## src/rtl/core/assert_macros.svh

```systemverilog
// Assertion macros used by the nearest clock divider search top level.
`ifndef ASSERT_MACROS_SVH
`define ASSERT_MACROS_SVH

// Check a property at every rising edge, skipped while reset is low.
`define ASSERT_ALWAYS(label, clk, rst_n, prop, msg) \
  label: assert property (@(posedge clk) disable iff (!rst_n) (prop)) else $error(msg);

// Check that an expression is never true at a rising edge outside reset.
`define ASSERT_NEVER(label, clk, rst_n, expr, msg) \
  `ASSERT_ALWAYS(label, clk, rst_n, !(expr), msg)

`endif

```

## src/rtl/core/ncds_pkg.sv

```systemverilog
// Types and constants shared by the nearest clock divider search block.
package ncds_pkg;

  localparam int unsigned FIELD_BITS = 32;

  typedef struct packed {
    logic [FIELD_BITS-1:0] source_rate;
    logic [FIELD_BITS-1:0] wanted_rate;
  } in_t;

  typedef struct packed {
    logic [FIELD_BITS-1:0] rounded_rate;
    logic [FIELD_BITS-1:0] chosen_divider;
  } out_t;

  typedef struct packed {
    logic busy;
    logic done;
  } div_stat_t;

endpackage

```

## src/rtl/core/ncds_divider.sv

```systemverilog
// Bit-serial restoring divider, one quotient bit per cycle.
module ncds_divider import ncds_pkg::*; #(
  parameter int unsigned W = 32
) (
  input  logic         clk,
  input  logic         rst_n,
  input  logic         go,
  input  logic [W-1:0] dividend,
  input  logic [W-1:0] divisor,
  output div_stat_t    stat,
  output logic [W-1:0] quotient,
  output logic [W-1:0] remainder
);

  localparam int unsigned CNT_BITS = $clog2(W + 1);

  logic [CNT_BITS-1:0] cnt_r, cnt_nxt;
  logic                done_r, done_nxt;
  logic [W-1:0]        rem_r, rem_nxt;
  logic [W-1:0]        quo_r, quo_nxt;
  logic [W-1:0]        dvs_r, dvs_nxt;

  logic [W:0] trial;
  logic [W:0] diff;
  logic       fits;

  // One restoring step: shift in the next dividend bit and try the subtract.
  assign trial = {rem_r, quo_r[W-1]};
  assign diff  = trial - {1'b0, dvs_r};
  assign fits  = (trial >= {1'b0, dvs_r});

  always_comb begin
    cnt_nxt  = cnt_r;
    done_nxt = 1'b0;
    rem_nxt  = rem_r;
    quo_nxt  = quo_r;
    dvs_nxt  = dvs_r;
    if (go) begin
      cnt_nxt = CNT_BITS'(W);
      rem_nxt = '0;
      quo_nxt = dividend;
      dvs_nxt = divisor;
    end else if (cnt_r != '0) begin
      cnt_nxt  = cnt_r - CNT_BITS'(1);
      rem_nxt  = fits ? diff[W-1:0] : trial[W-1:0];
      quo_nxt  = {quo_r[W-2:0], fits};
      done_nxt = (cnt_r == CNT_BITS'(1));
    end
  end

  always_ff @(posedge clk) begin
    if (!rst_n) begin
      cnt_r  <= '0;
      done_r <= 1'b0;
    end else begin
      cnt_r  <= cnt_nxt;
      done_r <= done_nxt;
    end
    rem_r <= rem_nxt;
    quo_r <= quo_nxt;
    dvs_r <= dvs_nxt;
  end

  assign stat.busy = (cnt_r != '0);
  assign stat.done = done_r;
  assign quotient  = quo_r;
  assign remainder = rem_r;

endmodule

```

## src/rtl/core/nearest_clock_divider_search.sv

```systemverilog
// Top level of the nearest clock divider search: control sequencer around one serial divider.
// Work per request: a zero request is answered without a division; an exact divisor
//   or a request above the parent takes one division; else that division, plus one per trial
//   divisor 1..floor(sqrt(parent))+1, two fold steps per divisor hit and 2-3 closing divisions.
// One item at a time; the next start is taken at the edge that ends the result beat.
// Reset: synchronous, active low; drops busy and out_valid. The receiver cannot stall the strobe.
module nearest_clock_divider_search import ncds_pkg::*; #(
  parameter int unsigned RATE_BITS = 32
) (
  input  logic clk,
  input  logic rst_n,
  input  logic start,
  output logic busy,
  input  in_t  in_data,
  output logic out_valid,
  output out_t out_data
);

`include "assert_macros.svh"

  localparam int unsigned W = RATE_BITS;

  // Sequencer state codes.
  localparam logic [3:0] S_IDLE  = 4'd0;
  localparam logic [3:0] S_QDIV  = 4'd1;   // issue parent / request
  localparam logic [3:0] S_QWAIT = 4'd2;
  localparam logic [3:0] S_SDIV  = 4'd3;   // issue parent / trial divisor
  localparam logic [3:0] S_SWAIT = 4'd4;
  localparam logic [3:0] S_UPD_D = 4'd5;   // fold the small divisor of a pair
  localparam logic [3:0] S_UPD_E = 4'd6;   // fold the large divisor of a pair
  localparam logic [3:0] S_DQ    = 4'd7;   // rate of the quotient candidate
  localparam logic [3:0] S_DQW   = 4'd8;
  localparam logic [3:0] S_DU    = 4'd9;   // rate of the upper candidate
  localparam logic [3:0] S_DUW   = 4'd10;
  localparam logic [3:0] S_DL    = 4'd11;  // rate of the lower candidate
  localparam logic [3:0] S_DLW   = 4'd12;
  localparam logic [3:0] S_PICK  = 4'd13;

  logic [3:0]   state_r, state_nxt;
  logic [W-1:0] p_r, p_nxt;     // parent rate
  logic [W-1:0] r_r, r_nxt;     // requested rate
  logic [W-1:0] q_r, q_nxt;     // floor quotient
  logic [W-1:0] d_r, d_nxt;     // trial divisor
  logic [W-1:0] e_r, e_nxt;     // cofactor p / d
  logic [W-1:0] up_r, up_nxt;   // smallest divisor above q so far
  logic [W-1:0] lo_r, lo_nxt;   // largest divisor below q so far, zero if none
  logic [W-1:0] rq_r, rq_nxt;   // candidate rates
  logic [W-1:0] ru_r, ru_nxt;
  logic [W-1:0] rl_r, rl_nxt;
  logic [W-1:0] dq_r, dq_nxt;   // candidate distances
  logic [W-1:0] du_r, du_nxt;
  logic [W-1:0] dl_r, dl_nxt;
  logic         out_valid_r, out_valid_nxt;
  out_t         out_data_r, out_data_nxt;

  logic         emit;
  logic [W-1:0] emit_rate;
  logic [W-1:0] emit_div;

  logic [FIELD_BITS+W-1:0] src_ext, want_ext;
  logic [FIELD_BITS+W-1:0] rate_ext, div_ext;

  logic         div_go;
  logic [W-1:0] div_divisor;
  div_stat_t    div_stat;
  logic [W-1:0] div_quo;
  logic [W-1:0] div_rem;
  logic         div_wait;

  logic [W-1:0] dist_a, dist_b, dist_ab;

  // Fit the 32-bit fields to the datapath width, either way.
  assign src_ext  = {{W{1'b0}}, in_data.source_rate};
  assign want_ext = {{W{1'b0}}, in_data.wanted_rate};
  assign rate_ext = {{FIELD_BITS{1'b0}}, emit_rate};
  assign div_ext  = {{FIELD_BITS{1'b0}}, emit_div};

  // Issue a division from each issue state; the dividend is always the parent.
  // A zero request needs no division, so leave the divider idle for it.
  always_comb begin
    div_go      = 1'b1;
    div_divisor = r_r;
    case (state_r)
      S_QDIV:  div_go      = (r_r != '0);
      S_SDIV:  div_divisor = d_r;
      S_DQ:    div_divisor = q_r;
      S_DU:    div_divisor = up_r;
      S_DL:    div_divisor = lo_r;
      default: div_go      = 1'b0;
    endcase
  end

  ncds_divider #(
    .W (W)
  ) u_div (
    .clk       (clk),
    .rst_n     (rst_n),
    .go        (div_go),
    .dividend  (p_r),
    .divisor   (div_divisor),
    .stat      (div_stat),
    .quotient  (div_quo),
    .remainder (div_rem)
  );

  // Absolute distance between a candidate rate and the request.
  assign dist_a  = div_quo;
  assign dist_b  = r_r;
  assign dist_ab = (dist_a >= dist_b) ? (dist_a - dist_b) : (dist_b - dist_a);

  always_comb begin
    state_nxt = state_r;
    p_nxt     = p_r;
    r_nxt     = r_r;
    q_nxt     = q_r;
    d_nxt     = d_r;
    e_nxt     = e_r;
    up_nxt    = up_r;
    lo_nxt    = lo_r;
    rq_nxt    = rq_r;
    ru_nxt    = ru_r;
    rl_nxt    = rl_r;
    dq_nxt    = dq_r;
    du_nxt    = du_r;
    dl_nxt    = dl_r;
    emit      = 1'b0;
    emit_rate = '0;
    emit_div  = '0;

    case (state_r)
      S_IDLE: begin
        if (start) begin
          p_nxt     = src_ext[W-1:0];
          r_nxt     = want_ext[W-1:0];
          state_nxt = S_QDIV;
        end
      end

      S_QDIV: begin
        // A zero request is gated: answer at once without a division.
        if (r_r == '0) begin
          emit      = 1'b1;
          state_nxt = S_IDLE;
        end else begin
          state_nxt = S_QWAIT;
        end
      end

      S_QWAIT: begin
        if (div_stat.done) begin
          if (div_rem == '0) begin
            // Exact divisor: pass the request through.
            emit      = 1'b1;
            emit_rate = r_r;
            emit_div  = div_quo;
            state_nxt = S_IDLE;
          end else if (div_quo == '0) begin
            // Request above the parent: divide by one.
            emit      = 1'b1;
            emit_rate = p_r;
            emit_div  = W'(1);
            state_nxt = S_IDLE;
          end else begin
            q_nxt     = div_quo;
            d_nxt     = W'(1);
            up_nxt    = p_r;
            lo_nxt    = '0;
            state_nxt = S_SDIV;
          end
        end
      end

      S_SDIV: state_nxt = S_SWAIT;

      S_SWAIT: begin
        if (div_stat.done) begin
          e_nxt = div_quo;
          if (d_r > div_quo) begin
            // Past the square root: the search is complete.
            state_nxt = S_DQ;
          end else if (div_rem == '0) begin
            state_nxt = S_UPD_D;
          end else begin
            d_nxt     = d_r + W'(1);
            state_nxt = S_SDIV;
          end
        end
      end

      S_UPD_D: begin
        if (d_r > q_r && d_r < up_r) up_nxt = d_r;
        if (d_r < q_r && d_r > lo_r) lo_nxt = d_r;
        state_nxt = S_UPD_E;
      end

      S_UPD_E: begin
        if (e_r > q_r && e_r < up_r) up_nxt = e_r;
        if (e_r < q_r && e_r > lo_r) lo_nxt = e_r;
        d_nxt     = d_r + W'(1);
        state_nxt = S_SDIV;
      end

      S_DQ: state_nxt = S_DQW;

      S_DQW: begin
        if (div_stat.done) begin
          rq_nxt    = div_quo;
          dq_nxt    = dist_ab;
          state_nxt = S_DU;
        end
      end

      S_DU: state_nxt = S_DUW;

      S_DUW: begin
        if (div_stat.done) begin
          ru_nxt    = div_quo;
          du_nxt    = dist_ab;
          // Skip the lower candidate when no divisor lies below the quotient.
          state_nxt = (lo_r != '0) ? S_DL : S_PICK;
        end
      end

      S_DL: state_nxt = S_DLW;

      S_DLW: begin
        if (div_stat.done) begin
          rl_nxt    = div_quo;
          dl_nxt    = dist_ab;
          state_nxt = S_PICK;
        end
      end

      S_PICK: begin
        // Ties go to the upper divider, then the lower, then the quotient.
        emit      = 1'b1;
        state_nxt = S_IDLE;
        if (lo_r != '0) begin
          if (du_r <= dl_r && du_r <= dq_r) begin
            emit_rate = ru_r;
            emit_div  = up_r;
          end else if (dl_r <= dq_r) begin
            emit_rate = rl_r;
            emit_div  = lo_r;
          end else begin
            emit_rate = rq_r;
            emit_div  = q_r;
          end
        end else if (du_r <= dq_r) begin
          emit_rate = ru_r;
          emit_div  = up_r;
        end else begin
          emit_rate = rq_r;
          emit_div  = q_r;
        end
      end

      default: state_nxt = S_IDLE;
    endcase
  end

  // Hold the result beat for one cycle behind a register.
  always_comb begin
    out_valid_nxt = emit;
    out_data_nxt  = out_data_r;
    if (emit) begin
      out_data_nxt.rounded_rate   = rate_ext[FIELD_BITS-1:0];
      out_data_nxt.chosen_divider = div_ext[FIELD_BITS-1:0];
    end
  end

  always_ff @(posedge clk) begin
    if (!rst_n) begin
      state_r     <= S_IDLE;
      out_valid_r <= 1'b0;
    end else begin
      state_r     <= state_nxt;
      out_valid_r <= out_valid_nxt;
    end
    p_r        <= p_nxt;
    r_r        <= r_nxt;
    q_r        <= q_nxt;
    d_r        <= d_nxt;
    e_r        <= e_nxt;
    up_r       <= up_nxt;
    lo_r       <= lo_nxt;
    rq_r       <= rq_nxt;
    ru_r       <= ru_nxt;
    rl_r       <= rl_nxt;
    dq_r       <= dq_nxt;
    du_r       <= du_nxt;
    dl_r       <= dl_nxt;
    out_data_r <= out_data_nxt;
  end

  assign busy      = (state_r != S_IDLE);
  assign out_valid = out_valid_r;
  assign out_data  = out_data_r;

  assign div_wait = (state_r == S_QWAIT) || (state_r == S_SWAIT) || (state_r == S_DQW) ||
                    (state_r == S_DUW) || (state_r == S_DLW);

  // A new division never starts while the divider is still stepping.
  `ASSERT_NEVER(a_div_go_idle, clk, rst_n, div_go && div_stat.busy, "division issued while busy")

  // Result beats never come in consecutive cycles.
  `ASSERT_ALWAYS(a_out_single, clk, rst_n, out_valid |=> !out_valid, "back to back result beats")

  // A finished division always lands in a wait state.
  `ASSERT_ALWAYS(a_done_wait, clk, rst_n, div_stat.done |-> div_wait, "done outside a wait state")

  // Every result beat follows a cycle in which the sequencer was working.
  `ASSERT_ALWAYS(a_out_after_busy, clk, rst_n, $rose(out_valid) |-> $past(busy), "result beat without work")

endmodule

```

## config.mk

```make
export PLATFORM = sky130hd
export DESIGN_NAME = nearest_clock_divider_search
export DESIGN_NICKNAME = d
export VERILOG_FILES = /design/src/rtl/core/ncds_pkg.sv /design/src/rtl/core/ncds_divider.sv /design/src/rtl/core/nearest_clock_divider_search.sv
export VERILOG_INCLUDE_DIRS = /design/src /design/src/rtl/core
export SDC_FILE = /design/constraint.sdc
export NUM_CORES = 2
export LEC_CHECK = 0
export BUFFER_PORTS_ARGS = -buffer_cell sky130_fd_sc_hd__buf_2
export CELL_PAD_IN_SITES_DETAIL_PLACEMENT = 0
export CELL_PAD_IN_SITES_GLOBAL_PLACEMENT = 1
export CORE_MARGIN = 5
export CORE_UTILIZATION = 51
export DETAILED_ROUTE_END_ITERATION = 10
export PLACE_DENSITY_LB_ADDON = 0.3
export SLEW_MARGIN = 20
export SYNTH_ARGS = -nofsm -noshare
export SYNTH_HDL_FRONTEND = slang
export SYNTH_SLANG_ARGS = --single-unit
```

## constraint.sdc

```tcl
create_clock -name clk -period 8.65 [get_ports clk]
set_input_delay 0 -clock clk [delete_from_list [all_inputs] [get_ports clk]]
set_output_delay 0 -clock clk [all_outputs]
set_load 0.02 [all_outputs]
```

======== Word level (Yosys, flattened, before mapping) ========
Cells that the tools add are included.
storage, ports and cells
  register bits after elaboration ......... 588
  bits of input ports ..................... 67
  output and inout port bits .............. 66
  logic and storage cells ................. 164
cells by class
  $add $sub $neg .......................... 5
  $lt $le $gt $ge ......................... 14
  equality and inequality tests ........... 28
  multiplexer cells ....................... 61
  bitwise gates (word level) .............. 4
  reduce and logical (&&, ||, !) cells .... 29
operators by type and width
  cell                     number
  $mux W32                 33
  $pmux W32 S3             3
  $gt A32 B32 Y1           5
  $lt A32 B32 Y1           4
  $pmux W32 S2             2
  $pmux W32 S4             1
  $le A32 B32 Y1           3
  $logic_not A32 Y1        3
  $sub A32 B32 Y32         3
  $reduce_bool A32 Y1      2
  $pmux W4 S13             1
  $ge A33 B32 Y1           1
  $add A32 B1 Y32 const B  1
  $ge A32 B32 Y1           1
  $eq A4 B4 Y1 const B     6
  $mux W4                  6
  $ne A2 B2 Y1 const B     9
  $reduce_and A6 Y1        3
  $eq A4 B3 Y1 const B     4
  $mux W6                  2
  $ne A2 B1 Y1 const B     5
  $reduce_and A2 Y1        5
  $mux W3                  3
  $eq A4 B2 Y1 const B     2
  other kinds (19)         33

======== Depth between registers and ports, before layout ========
  depth after elaboration ................. 5
  depth in mapped cells ................... 14
  depth with buffers taken out ............ 12

======== Modules after synthesis ========
From an unflattened synthesis, not the netlist that was laid out.
second synthesis, totals
  cell total of the unflattened synthesis .. 3355
  area total of the unflattened synthesis .. 36588.8 um^2
by module, submodules not included
  module                        instances  cells each  area each (um^2)
  nearest_clock_divider_search  1          2730        30384.1
  ncds_divider                  1          625         6204.7

======== Worst setup path before layout ========
Ideal clock, no wire load.
  path type ............................... reg2reg
  start point ............................. register q_r[9]
  end point ............................... register lo_r[0], enable pin
  library setup time ...................... 0.594 ns
  arrival ................................. 6.966 ns
  data required time ...................... 8.056 ns
  setup slack ............................. 1.090 ns
  cell stages (with the launch flop) ...... 11
  path through ............................ edfxtp_1 -> inv_1 -> ha_1 -> a21o_1 -> a21o_1 -> a2111oi_0 -> o21ai_0 -> a21oi_1 -> nand4_1 -> o21a_1 -> a2111oi_0
between the ends
  cells in the longest elaborated chain, start to end .. 4
  elaborated cells between the ends (all ways) .. 7
  classes of those cells .................. order compare (2); eq/ne (2); reduce/logical (3)
RTL lines
  item                                           line                                                                      RTL
  start, declared                                nearest_clock_divider_search.sv:42                                        logic [W-1:0] q_r, q_nxt;
  start signal, assigned                         nearest_clock_divider_search.sv:282                                       q_r <= q_nxt;
  $lt A32 B32 Y1, on equally long branches       nearest_clock_divider_search.sv:198, nearest_clock_divider_search.sv:192
  $logic_and A1 B1 Y1, on equally long branches  nearest_clock_divider_search.sv:198, nearest_clock_divider_search.sv:192
  $ne A2 B2 Y1 (no source line)                  -
  $reduce_and A6 Y1 (no source line) *           -
  end signal, assigned                           nearest_clock_divider_search.sv:286                                       lo_r <= lo_nxt;
  end, declared                                  nearest_clock_divider_search.sv:46                                        logic [W-1:0] lo_r, lo_nxt;
Every way passes the cells marked *; elsewhere a longest branch is shown, timed or not.
A chain may end at the register's enable or synchronous reset.

======== Final worst setup path ========
  start point ............................. register dq_r[7]
  end point ............................... register out_data_r (netlist bit out_data[63]), data pin
between the ends
  cells in the longest elaborated chain, start to end .. 5
  elaborated cells between the ends (all ways) .. 8
  classes of those cells .................. order compare (2); mux (5); reduce/logical (1)
RTL lines
  item                                             line                                                                                                           RTL
  start, declared                                  nearest_clock_divider_search.sv:50                                                                             logic [W-1:0] dq_r, dq_nxt;
  start signal, assigned                           nearest_clock_divider_search.sv:290                                                                            dq_r <= dq_nxt;
  $le A32 B32 Y1, on equally long branches         nearest_clock_divider_search.sv:242, nearest_clock_divider_search.sv:239, nearest_clock_divider_search.sv:249
  $mux W32 or $logic_and A1 B1 Y1 (tied branches)  nearest_clock_divider_search.sv:242, nearest_clock_divider_search.sv:239
  $mux W32                                         nearest_clock_divider_search.sv:239                                                                            if (du_r <= dl_r && du_r <= dq_r) begin
  $mux W32 *                                       nearest_clock_divider_search.sv:238                                                                            if (lo_r != '0) begin
  $pmux W32 S2 *                                   nearest_clock_divider_search.sv:130                                                                            case (state_r)
  named net emit_rate[31]                          nearest_clock_divider_search.sv:57                                                                             logic [W-1:0] emit_rate;
  end signal, assigned                             nearest_clock_divider_search.sv:293                                                                            out_data_r <= out_data_nxt;
  end, declared                                    nearest_clock_divider_search.sv:54                                                                             out_t out_data_r, out_data_nxt;
The timed path passes the listed nets; every way through them passes the cells marked *.

==> impl_results.md <==
- CTS Sinks: 588
- Max Freq: 198.4 MHz
- Synth top cells by count: edfxtp_1 (544), ha_1 (416), o21ai_0 (311), inv_1 (296), a21oi_1 (252)
- Peak supply drop: ~0.20 mV
- DP HPWL: 91,270 um
- RD Place Congestion: 0.9637
- Max Slew Vio Count: 0
- Sw Share: 37.67%
- Residual DRC count: 2
- TritonCTS clock tree: yes
- H-tree depth: 3
- Syn_nets: 4,052
- GRT Residual Overflow: 0
- Power Dens Cells: 258.0 mW/mm^2
- Area share of the largest cell type after synthesis: between 40% and 50%
- Worst skew pair latency: about 0.63 ns
- Vias in the first global route: 29,020
- Starting Density: 51.20%
- Nets@finish: 4,205
- Post-synth top area cell: edfxtp_1
- CTS buffer count: between 60 and 70
- CP startpoint kind: flip-flop
- Max reg flops: between 60 and 70
- Internal power: 0.006719 W
- Clock power share: 27.1%
- Routed WL: 130,400 um
- Sequential share of the synthesized area: between 40% and 50%
- Post-synth ARST share: 0%
- NetSw: 0.004061 W
- Final setup violation count: 0
- Top-level I/O count: 133
- CP max FO: between 50 and 60
- Via count: between 30,000 and 40,000
- Comb pwr share: about a third
- Setup Buffers After CTS: 0
- Routed Antenna Nets: 0
- WL/cell: 27.52 um
- Util after Layout: 57.55%
- Drt pass-1 iters: 11
- First-pass GRT wire length: approximately 190,000 um
- Initial antenna violation count: 3
- Max cap viols: 0
- Initial DRC count: ~4,400
- Clock Pin Slew Worst Setup and Hold Paths: 0.06 ns
- Setup TNS: 0 ns
- Reg power frac: 39.2%
- Top post-synthesis cells by area: edfxtp_1 (44%), ha_1 (14%), o21ai_0 (4.2%)
- Top-count cell post-synth: edfxtp_1
- Synth Register Bits: 588
- CP endpoint kind: flip-flop
- Total track usage: 32.08%
- Core area: 0.07259 mm^2
- Fraction of layout cells with a size suffix above 1: approximately a tenth
- Final Hold Viols: 0
- Tmin final: between 5 and 6 ns
- Synth cell types: 77
- WP data arrival: between 5 and 6 ns
- RSZ-0062 raised after global routing: no
- Vias/cell: 6.525
- Syn Inst Count: about 3,600
- Leak: 16.93 nW
- Cell Count Post-Placement: between 4,000 and 5,000
- Mapped cell area: about 0.037 mm^2
- Failing checks: DRC
- Die area: 0.07837 mm^2
- Critical Path RT: 9.00 ns
- PortBufs: 132
- Area Overhead vs Synth: 12.41%
- Final cell count without fillers: 4,737
- Status: finished with violations
- Number of synthesized flops with an enable pin: 544
- Rel. slew slack: 22.15%
- Ys flop type: edfxtp_1
- Clock Tree Buf Depth: 3
- Largest net degree at the start of global routing: 72
- Setup CP Type: flip-flop to flip-flop
- Slew @ Worst Pin: 1.165 ns
- Die Wd: 279.9 um
- Worst clock skew: 0.02707 ns
- Syn_area_per_cell: between 10 and 15 um^2
- Synthesis Warnings: 0
- Class of the worst hold path: input port to flip-flop
- CTS root buffer: clkbuf_16
- Die span in y: 279.9 um
- Fin crit share: 58.27%
- FP Rows: slightly below 100
## routing by layer
layer / global-route usage, % / vias to the layer above / part of all wire (%) / wire (um)
met2: 48.55 / 1918 / 43 / 56200
met3: 6.784 / 409 / 11 / 13940
met5: 0 / - / 0.020 / 26
met4: 15.63 / 4 / 5.8 / 7615
li1: - / 13910 / - / -
met1: 44.18 / 14660 / 40 / 52600
## cells by family (layout without fill, tap and decap cells)
kind of cell / Yosys count / count (layout) / share of synthesized area, %
compound gates: 1199 / 1199 / 20.65
simple gates: 758 / 758 / 9.989
flops: 588 / 588 / 46.33
buf+inv: 455 / 662 / 4.760
fa+ha+maj: 419 / 419 / 14.17
xor+xnor: 82 / 82 / 1.932
mux: 65 / 65 / 2.175
other cells: 0 / 5 / 0
## cell usage in the layout, fill, tap and decap left out, drive strengths merged, types with 9 or more instances in the layout
cell type    instances
o21ai              360
a211oi              21
a22o                35
clkinv              29
and3                20
xor2                36
a31oi               24
and4                10
nand2              235
o31ai                9
dfxtp               44
nand4               91
a311oi              32
inv                296
a21oi              252
mux2i               29
or3                 12
mux2                36
nor3                33
nor4                48
nor2b               32
a22oi               98
buf                175
xnor2               46
o21bai              23
or2                 11
nor2               144
nand3               81
clkbuf              88
a222oi              31
ha                 416
o311ai               9
nand2b              21
o22ai               40
dlygate4sd3         66
o21a                27
edfxtp             544
o211ai              17
a21o               167
## repair_timing
| action | CTS | global route |
|---|---|---|
| resized for setup | 0 | 0 |
| endpoints found under the hold margin | 77 | 0 |
| hold buffers | 66 | 0 |
| endpoints found under the setup margin | 0 | 0 |
## final cells by class
type                       instances  area (um^2)
fill                            6320        30810
multi-input combinational       2523        18360
sequential                       588        17220
clock buffer                      88         1912
timing repair buffer             241         1644
tap                              959         1200
inverter                         296         1112
clock inverter                    37        322.8
antenna                            5        12.51
## final timing paths
kind	from	to	slack, ns	cells after the start
setup / recovery	dq_r[7]	out_data[63]	3.61	12
hold / removal	in_data[46]	p_r[14]	0.08	2
setup reg to reg	dq_r[7]	out_data[63]	3.61	12
hold reg to reg	u_div.remainder[8]	u_div.remainder[8]	0.51	2
## power groups by stage
stage | registers [W] | clock network (W) | logic, W
floorplan | 0.00403 | 0 | 0.00249
global placement | 0.00427 | 0 | 0.00350
detailed placement | 0.00427 | 0 | 0.00351
CTS | 0.00421 | 0.00295 | 0.00355
global route | 0.00424 | 0.00306 | 0.00395
finish | 0.00423 | 0.00292 | 0.00364
## per-stage QoR
step	hold WS [ns]	power [W]	instance area, um^2	worst slack (ns)
after floorplan	0.09887	0.006518	37160	1.090
after global placement	0.1760	0.007772	38860	3.856
after detailed placement	0.1781	0.007777	38860	3.839
after CTS	0.05764	0.01072	41760	3.836
after global routing	0.07408	0.01126	41760	3.524
final	0.08375	0.01078	41780	3.610
## worst max-delay path, cell delays in order, from the launching register on
cell and delay, ns:
edfxtp_1 0.37, inv_1 0.10, ha_1 0.26, nand4_1 0.17, nor3_1 0.12, nand3_1 0.19
nor3b_1 0.22, a22o_2 0.84, or2_4 0.78, buf_4 0.78, mux2_2 0.41, a222oi_1 0.32
o21ai_0 0.13
Note: power is estimated with default switching activity, not from simulation.
